`src/bcbc_pkg.sv`:
```
// Package for the battery charge balance controller.
// Holds the shared constants, the mode codes and the configuration struct.
// No dependencies.
package bcbc_pkg;

  localparam int Cells = 4;
  localparam int CellCountWidth = 5;

  localparam logic [15:0] ChargerThresholdReset = 16'd12000;
  localparam logic [15:0] BatteryLowReset = 16'd11000;
  localparam logic [15:0] BatteryFullReset = 16'd16800;
  localparam logic [3:0] BalanceHoldReset = 4'd3;

  localparam int AddrWidth = 4;

  typedef enum logic [1:0] {
    REG_CHARGER_THRESHOLD = 2'd0,
    REG_BATTERY_LOW = 2'd1,
    REG_BATTERY_FULL = 2'd2,
    REG_BALANCE_HOLD = 2'd3
  } reg_index_t;

  typedef enum logic [1:0] {
    ERR_NONE = 2'd0,
    ERR_SUPERVISOR = 2'd1,
    ERR_VIN_MISMATCH = 2'd2,
    ERR_UNUSED = 2'd3
  } err_code_t;

  typedef enum logic [2:0] {
    MODE_ON = 3'd0,
    MODE_CHARGE = 3'd1,
    MODE_CHARGE_BAL = 3'd2,
    MODE_FULL = 3'd3,
    MODE_FULL_BAL = 3'd4
  } mode_t;

  typedef struct packed {
    logic [15:0] charger_threshold_mv;
    logic [15:0] battery_low_mv;
    logic [15:0] battery_full_mv;
    logic [3:0] balance_hold_ticks;
  } cfg_t;

endpackage

```
`src/bcbc_cfg.sv`:
```
// Configuration register file of the battery charge balance controller.
// APB-style write and read access to the four limit registers.
// Depends on bcbc_pkg.
module bcbc_cfg (
  input  logic                          clk,
  input  logic                          rst,
  input  logic                          psel,
  input  logic                          penable,
  input  logic                          pwrite,
  input  logic [bcbc_pkg::AddrWidth-1:0] paddr,
  input  logic [31:0]                   pwdata,
  output logic [31:0]                   prdata,
  output logic                          pready,
  output bcbc_pkg::cfg_t                cfg
);
  import bcbc_pkg::*;

  logic       wr_en;
  reg_index_t index;

  assign pready = 1'b1;
  assign wr_en = psel && penable && pwrite && pready;
  assign index = reg_index_t'(paddr[3:2]);

  always_ff @(posedge clk) begin
    if (rst) begin
      cfg.charger_threshold_mv <= ChargerThresholdReset;
      cfg.battery_low_mv <= BatteryLowReset;
      cfg.battery_full_mv <= BatteryFullReset;
      cfg.balance_hold_ticks <= BalanceHoldReset;
    end else if (wr_en) begin
      case (index)
        REG_CHARGER_THRESHOLD: cfg.charger_threshold_mv <= pwdata[15:0];
        REG_BATTERY_LOW: cfg.battery_low_mv <= pwdata[15:0];
        REG_BATTERY_FULL: cfg.battery_full_mv <= pwdata[15:0];
        REG_BALANCE_HOLD: cfg.balance_hold_ticks <= pwdata[3:0];
        default: ;
      endcase
    end
  end

  always_comb begin
    case (index)
      REG_CHARGER_THRESHOLD: prdata = {16'd0, cfg.charger_threshold_mv};
      REG_BATTERY_LOW: prdata = {16'd0, cfg.battery_low_mv};
      REG_BATTERY_FULL: prdata = {16'd0, cfg.battery_full_mv};
      REG_BALANCE_HOLD: prdata = {28'd0, cfg.balance_hold_ticks};
      default: prdata = 32'd0;
    endcase
  end

endmodule

```
`src/battery_charge_balance_controller.sv`:
```
// Top level of the battery charge balance controller: input register, flag logic,
// five-state charge controller and result register. Depends on bcbc_pkg and bcbc_cfg.
//
// Each tick is registered on transfer, evaluated against the limits and the controller
// state once the result register can take it, and lands in the result register; one tick
// can be taken every cycle while the result side does not stall. The rate is set by the
// single controller state update that each tick makes.
module battery_charge_balance_controller (
  input  logic                          clk,
  input  logic                          rst,
  input  logic                          in_valid,
  output logic                          in_ready,
  input  logic [1:0]                    fault_code,
  input  logic [15:0]                   charger_mv,
  input  logic [15:0]                   pack_mv,
  input  logic                          balance_needed,
  input  logic [3:0]                    balance_cell_in,
  output logic                          out_valid,
  input  logic                          out_ready,
  output logic                          flag_error,
  output logic                          flag_supervisor_fail,
  output logic                          flag_vin_mismatch,
  output logic                          flag_charger_present,
  output logic                          flag_low_battery,
  output logic                          flag_full,
  output logic                          charger_enable,
  output logic                          balancer_enable,
  output logic [3:0]                    balanced_cell,
  output logic [2:0]                    mode_out,
  input  logic                          psel,
  input  logic                          penable,
  input  logic                          pwrite,
  input  logic [bcbc_pkg::AddrWidth-1:0] paddr,
  input  logic [31:0]                   pwdata,
  output logic [31:0]                   prdata,
  output logic                          pready
);
  import bcbc_pkg::*;

  cfg_t cfg;

  bcbc_cfg u_cfg (
    .clk     (clk),
    .rst     (rst),
    .psel    (psel),
    .penable (penable),
    .pwrite  (pwrite),
    .paddr   (paddr),
    .pwdata  (pwdata),
    .prdata  (prdata),
    .pready  (pready),
    .cfg     (cfg)
  );

  logic        s1_valid;
  err_code_t   s1_err;
  logic [15:0] s1_charger_mv;
  logic [15:0] s1_pack_mv;
  logic        s1_need;
  logic [3:0]  s1_cell;
  logic        advance;

  mode_t       mode;
  logic [3:0]  hold_count;
  logic        charger_level;
  logic        balancer_level;
  logic [3:0]  active_cell;

  mode_t       mode_next;
  logic [3:0]  hold_count_next;
  logic        charger_level_next;
  logic        balancer_level_next;
  logic [3:0]  active_cell_next;

  logic sup_fail;
  logic vin_mis;
  logic present;
  logic low;
  logic full;
  logic request;

  assign advance = s1_valid && (!out_valid || out_ready);
  assign in_ready = !s1_valid || advance;

  always_ff @(posedge clk) begin
    if (rst) begin
      s1_valid <= 1'b0;
    end else if (in_ready) begin
      s1_valid <= in_valid;
    end
    if (in_valid && in_ready) begin
      s1_err <= err_code_t'(fault_code);
      s1_charger_mv <= charger_mv;
      s1_pack_mv <= pack_mv;
      s1_need <= balance_needed;
      s1_cell <= balance_cell_in;
    end
  end

  assign sup_fail = (s1_err == ERR_SUPERVISOR);
  assign vin_mis = (s1_err == ERR_VIN_MISMATCH);
  assign present = s1_charger_mv > cfg.charger_threshold_mv;
  assign low = s1_pack_mv < cfg.battery_low_mv;
  assign full = !low && (s1_pack_mv > cfg.battery_full_mv);
  assign request = s1_need && ({1'b0, s1_cell} < CellCountWidth'(Cells));

  always_comb begin
    mode_next = mode;
    hold_count_next = hold_count;
    charger_level_next = charger_level;
    balancer_level_next = balancer_level;
    active_cell_next = active_cell;
    case (mode)
      MODE_CHARGE: begin
        if (!present) begin
          charger_level_next = 1'b0;
          mode_next = MODE_ON;
        end else if (full) begin
          charger_level_next = 1'b0;
          mode_next = MODE_FULL;
        end else if (request) begin
          balancer_level_next = 1'b1;
          active_cell_next = s1_cell;
          mode_next = MODE_CHARGE_BAL;
          hold_count_next = cfg.balance_hold_ticks;
        end
      end
      MODE_CHARGE_BAL: begin
        if (full) begin
          charger_level_next = 1'b0;
          mode_next = MODE_FULL;
        end else if (hold_count != 4'd0) begin
          hold_count_next = hold_count - 4'd1;
        end else begin
          balancer_level_next = 1'b0;
          mode_next = MODE_CHARGE;
        end
      end
      MODE_FULL: begin
        if (!present) begin
          mode_next = MODE_ON;
        end else if (!full) begin
          charger_level_next = 1'b1;
          mode_next = MODE_CHARGE;
        end else if (request) begin
          balancer_level_next = 1'b1;
          active_cell_next = s1_cell;
          mode_next = MODE_FULL_BAL;
          hold_count_next = cfg.balance_hold_ticks;
        end
      end
      MODE_FULL_BAL: begin
        if (!full) begin
          charger_level_next = 1'b1;
          mode_next = MODE_CHARGE_BAL;
        end else if (hold_count != 4'd0) begin
          hold_count_next = hold_count - 4'd1;
        end else begin
          balancer_level_next = 1'b0;
          mode_next = MODE_FULL;
        end
      end
      default: begin
        if (present) begin
          charger_level_next = 1'b1;
          mode_next = MODE_CHARGE;
        end else begin
          mode_next = MODE_ON;
        end
      end
    endcase
  end

  always_ff @(posedge clk) begin
    if (rst) begin
      mode <= MODE_ON;
      hold_count <= 4'd0;
      charger_level <= 1'b0;
      balancer_level <= 1'b0;
      active_cell <= 4'd0;
      out_valid <= 1'b0;
    end else begin
      if (advance) begin
        mode <= mode_next;
        hold_count <= hold_count_next;
        charger_level <= charger_level_next;
        balancer_level <= balancer_level_next;
        active_cell <= active_cell_next;
        out_valid <= 1'b1;
      end else if (out_ready) begin
        out_valid <= 1'b0;
      end
    end
    if (advance) begin
      flag_error <= sup_fail || vin_mis;
      flag_supervisor_fail <= sup_fail;
      flag_vin_mismatch <= vin_mis;
      flag_charger_present <= present;
      flag_low_battery <= low;
      flag_full <= full;
      charger_enable <= charger_level_next;
      balancer_enable <= balancer_level_next;
      balanced_cell <= active_cell_next;
      mode_out <= mode_next;
    end
  end

  // The charger runs exactly in the two charging modes.
  assert property (@(posedge clk) disable iff (rst)
    charger_level == ((mode == MODE_CHARGE) || (mode == MODE_CHARGE_BAL)))
    else $error("charger level does not match the charge mode");

  // Both balancing modes keep the balancer switched on.
  assert property (@(posedge clk) disable iff (rst)
    ((mode == MODE_CHARGE_BAL) || (mode == MODE_FULL_BAL)) |-> balancer_level)
    else $error("balancing mode with the balancer off");

  // A full pack is never reported together with a low pack.
  assert property (@(posedge clk) disable iff (rst)
    out_valid |-> !(flag_full && flag_low_battery))
    else $error("full and low flags raised together");

  // With the result register empty, the input side always takes a transfer.
  assert property (@(posedge clk) disable iff (rst)
    !out_valid |-> in_ready)
    else $error("input stalled with an empty result register");

endmodule
```
`config.mk`:
```
export PLATFORM = sky130hd
export DESIGN_NAME = battery_charge_balance_controller
export DESIGN_NICKNAME = d
export VERILOG_FILES = /design/src/bcbc_pkg.sv /design/src/bcbc_cfg.sv /design/src/battery_charge_balance_controller.sv
export SDC_FILE = /design/constraint.sdc
export NUM_CORES = 1
export LEC_CHECK = 0
export BUFFER_PORTS_ARGS = -buffer_cell sky130_fd_sc_hd__buf_4
export CAP_MARGIN = 30
export CELL_PAD_IN_SITES_DETAIL_PLACEMENT = 1
export CELL_PAD_IN_SITES_GLOBAL_PLACEMENT = 2
export CORE_ASPECT_RATIO = 0.9
export CORE_MARGIN = 3
export CORE_UTILIZATION = 39
export CTS_BUF_LIST = sky130_fd_sc_hd__clkbuf_8
export DETAILED_ROUTE_END_ITERATION = 8
export PLACE_DENSITY = 0.9
export SLEW_MARGIN = 40
export SYNTH_ARGS = -nofsm -noshare
export SYNTH_HDL_FRONTEND = slang
export SYNTH_HIERARCHICAL = 1
export SYNTH_SLANG_ARGS = --single-unit
export TNS_END_PERCENT = 10
```
`constraint.sdc`:
```
create_clock -name clk -period 3.9 [get_ports clk]
set_input_delay 0.975 -clock clk [delete_from_list [all_inputs] [get_ports clk]]
set_output_delay 0.975 -clock clk [all_outputs]
set_load 0.01 [all_outputs]
```
---- Word-level counts from Yosys, hierarchy flattened ----
Cells that the tools add are included.
cells by class
  $add $sub $neg .......................... 1
  multiply operators ...................... 0
  div/mod/pow operators ................... 0
  order comparisons ....................... 4
  equal/unequal tests ..................... 15
  shifts and indexed selects .............. 0
  multiplexer cells ....................... 45
  bitwise logic cells ..................... 0
  reductions and logical operators ........ 21
operators with widths
  kind                 number
  $pmux 32 s4          1
  $mux 4               13
  $gt 16x16->1         2
  $mux 3               10
  $lt 16x16->1         1
  $mux 1               16
  $pmux 4 s4           1
  $ne 2x2->1 const B   6
  $pmux 3 s4           1
  $pmux 1 s4           2
  $pmux 4 s2           1
  $reduce_and 2->1     4
  $reduce_and 8->1     1
  $reduce_bool 4->1    2
  $eq 2x2->1 const B   3
  $eq 3x2->1 const B   2
  $logic_and 1x1->1    6
  $eq 2x1->1 const B   2
  $lt 4x3->1 const B   1
  $sub 4x1->4 const B  1
  $eq 3x1->1 const B   1
  $eq 3x3->1 const B   1
  $logic_not 1->1      3
  $logic_or 1x1->1     3
  other kinds (2)      2
word-level totals
  register bits after elaboration ......... 121
  latch bits .............................. 0
  memory bits (writable) .................. 0
  memory bits (read-only) ................. 0
  input port bits ......................... 82
  output and inout port bits .............. 50
  logic and storage cells ................. 112
  memories ................................ 0

---- Logic depth before layout (Yosys ltp) ----
  depth after elaboration ................. 6
  mapped depth ............................ 11
  gate-level depth less buffers ........... 11

---- Cells and area by module ----
The synthesis kept the hierarchy.
modules (own cells, without submodules)
  module                             instances  cells each  area each (um2)  sequential area each (um2)
  battery_charge_balance_controller  1          388         4085.2           1921.8
  bcbc_cfg                           1          271         2592.5           1041.0

---- Worst setup path before layout ----
Ideal clock, no wire load.
  kind .................................... input -> output
  start point ............................. in paddr[2] (netlist name)
  end point ............................... out prdata[10]
  data arrival time ....................... 1.731 ns
  data required time ...................... 2.925 ns
  path slack .............................. 1.194 ns
  stages .................................. 4
  path buffers ............................ 2
  path through ............................ buf_4 > buf_4 > mux2i_1 > o21ai_0
on the way
  longest elaborated chain between the ends .. 2
  elaborated cells on any way between the ends .. 5
  those cells by class .................... 3 x eq/ne; 1 x mux; 1 x reduce/logical
RTL lines
  element                                   RTL line                                 text
  start, declared                           battery_charge_balance_controller.sv:33  input logic [bcbc_pkg::AddrWidth-1:0] paddr,
  $eq 2x2->1, or another cell as far along  bcbc_cfg.sv:43                           case (index)
  $pmux 32 s4 (*)                           bcbc_cfg.sv:43
  end, declared                             battery_charge_balance_controller.sv:35  output logic [31:0] prdata,
Every way passes the cells marked *; elsewhere a longest branch is shown, timed or not. The select of a mux whose other input is x is not followed.

---- Worst setup path after layout ----
  start point ............................. in paddr[3] (netlist name)
  end point ............................... out prdata[12]
Same word-level chain as after synthesis.

==> metrics.yaml <==
layout:
  nets: 880
  layout_common_cells: "buf_4, dfxtp_1, mux2i_1"
  drive_above_1_share_pct: 21.68
  areaGrowthSynthToFinish_pct: 18.68
  final_common_cell: "buf_4"
  diodes: 0
logic_synthesis:
  ys_seq_area_share_pct: 44.37
  synth-async-reset-ratio_pct: 0
  syn_area_um2: 6678
  yosysTopAreaCellShare_pct: 24.28
  synth_edf_count: 54
  synth-main-ff-cell: "dfxtp_1"
  synth_top_cell_by_area: "edfxtp_1"
  syn_avg_cell_area_um2: 10.13
  synth_area_leaders: "edfxtp_1, dfxtp_1, mux2i_1"
  syn_inst: 659
  yosysUniqueCellTypes: 70
  synth_seq_cells: 121
  yosysWarnings: 6
detailed_routing:
  vias: 5105
  wl_met3_um: 802
  drc: 0
  top_layer: "met4"
  drt-initial-drc-count: 343
  met2_wirelength_mm: 8.468
  drt-met1-wl_mm: 8.483
  wl_mm: 18.05
  drt-pass1-iter-count: 4
  detail-route-antenna-nets: 0
  vias_per_cell: 5.274
  wl_per_cell_um: 18.65
global_route:
  grt_max_degree: 95
  grt_pass1_vias: 5408
  grt_overflow: 0
  grt_usage_pct: 19.93
  antenna_found_initial: 0
  grt_pass1_wl_mm: 28.83
floorplan:
  rows: 44
  chipHeight_um: 130.1
  start_util_pct: 40.57
  core-area_um2: 16460
  dieArea_um2: 18730
  io_pins: 132
  die_x_um: 143.9
sta:
  slew_violations: 0
  fin_crit_sh_pct: 81.48
  finalCriticalPeriod_ns: 3.178
  tightestPinTransition_ns: 0.6667
  slew_headroom_pct: 55.55
  finalHoldViolCount: 0
  tns_ns: 0
  rsz0062_at_grt: "no"
  setup_violations: 0
  finClkSkew_ns: 0.01260
  clock.fmax_ghz: 0.3147
clock_network:
  cts_buffers: 17
  cts_root_buffer: "clkbuf_8"
  htreeDepth: 4
  clock_sinks: 121
  cts_buffer_depth: 2
  cts_tree: "done"
  clkTransAtPathRegs_ns: 0.07
  cts_resized: 0
  cts_hold_buf: 0
  clock_latency_ns: 0.44
  cts_setup_buffers: 0
worst_setup_path:
  max_stage_delay_ns: 0.30
  end_kind: "primary output"
  cp_slowest_cell: "buf_4"
  path_cells: "buf_4 > nor2b_1 > buf_4 > nand2_1 > o21ai_0 > buf_4"
  start_kind: "primary input"
  worst-path-max-fanout: 22
  required_ns: 2.92
  crit_arrival_ns: 2.20
  cp_common_cell: "buf_4"
  critPathKind: "in -> out"
power:
  switching_power_w: 0.0007737
  p_comb_share_pct: 12.4
  p_int_w: 0.002266
  p_seq_share_pct: 46.4
  p_clk_share_pct: 41.2
  powerDensity_nw_per_um2: 383.5
  sw_frac_of_total_pct: 25.45
  irDropWorstVdd_uv: 225.4
  p_leak_nw: 3.494
  finalPower_w: 0.003039
min_path:
  min_path_type: "reg -> reg"
place:
  dp_hpwl_mm: 13.42
  portBuffers: 96
  gp_congestion: 0.8553
status:
  status: "completed"
flow_run:
  maxCapViolations: 0
worst max-delay path: cells and delay by family:
kind,cells,cell delay [ns]
AOI/OAI and AO/OA,1,0.14
buffers and inverters,3,0.76
and+or+nand+nor,2,0.32
final cells by class:
class	count	area (um2)
clock buffer	19	261.5
clock inverter	13	177.7
fill	1847	8536
inverter	60	227.7
multi-input combinational	449	3289
sequential	121	2963
tap	207	259.0
timing repair buffer	99	747.0
registers in the layout, summed over array words and instances, names as in the netlist, 2 cells and up:
name and flops:
active_cell 4, balanced_cell 4, hold_count 4, mode 3, mode_out 3, s1_cell 4
s1_charger_mv 16, s1_err 2, s1_pack_mv 16, u_cfg/cfg 52
logic make-up after synthesis:
logic type / synth area share [%]
AND/OR/NAND/NOR: 17.11
flip-flops: 44.37
buffers and inverters: 7.289
AO/OA/AOI/OAI: 10.27
multiplexers: 11.35
adder cells (fa/ha/maj): 9.369
other: 0.1125
XOR/XNOR: 0.1312
Yosys cell counts (5+ instances only):
master and instances:
inv_1 57, a21oi_1 34, buf_4 21, nor2b_1 8, buf_2 6, nand2_1 34
nand4_1 13, dfxtp_1 67, nand3_1 15, clkbuf_1 15, ha_1 50, and2_1 5
nor3_1 6, mux2i_1 63, edfxtp_1 54, o21ai_0 19, nor2_1 57, nand2b_1 42
power by group through the flow:
| stage | sequential [W] | clock, W | combinational, W |
|---|---|---|---|
| CTS | 0.00141 | 0.00128 | 0.000380 |
| global route | 0.00141 | 0.00133 | 0.000420 |
| finish | 0.00141 | 0.00125 | 0.000377 |
| global placement | 0.00143 | 0 | 0.000358 |
| detailed placement | 0.00144 | 0 | 0.000377 |
| floorplan | 0.00143 | 0 | 0.000246 |
worst paths after layout:
| check | startpoint | depth (start not counted) | to | slack [ns] |
|---|---|---|---|---|
| worst max-delay path | paddr[3] | 6 | prdata[12] | 0.72 |
| worst min-delay path | active_cell[3] | 1 | active_cell[3] | 0.47 |
| worst max register to register | u_cfg/cfg[18] | 10 | balanced_cell[0] | 0.91 |
| worst min register to register | active_cell[3] | 1 | active_cell[3] | 0.47 |
per-stage QoR:
stage | setup slack [ns] | instances | cell area, um2 | hold slack [ns] | utilization [%]
global placement | 0.7562 | 936 | 7481 | 0.4609 | 45.45
detailed placement | 0.7442 | 936 | 7482 | 0.4616 | 45.45
global route | 0.6600 | 968 | 7925 | 0.4854 | 48.15
floorplan | 1.194 | 674 | 6734 | 0.4521 | -
finish | 0.7225 | 968 | 7925 | 0.4726 | 48.15
CTS | 0.7459 | 968 | 7921 | 0.4725 | 48.12
per-layer routing:
metal | vias to the layer above | track usage [%]
met5 | - | 0
met4 | 0 | 5.316
met3 | 22 | 4.874
met2 | 124 | 32.10
met1 | 2485 | 26.96
li1 | 2474 | -
Note: power is estimated with default switching activity, not from simulation.
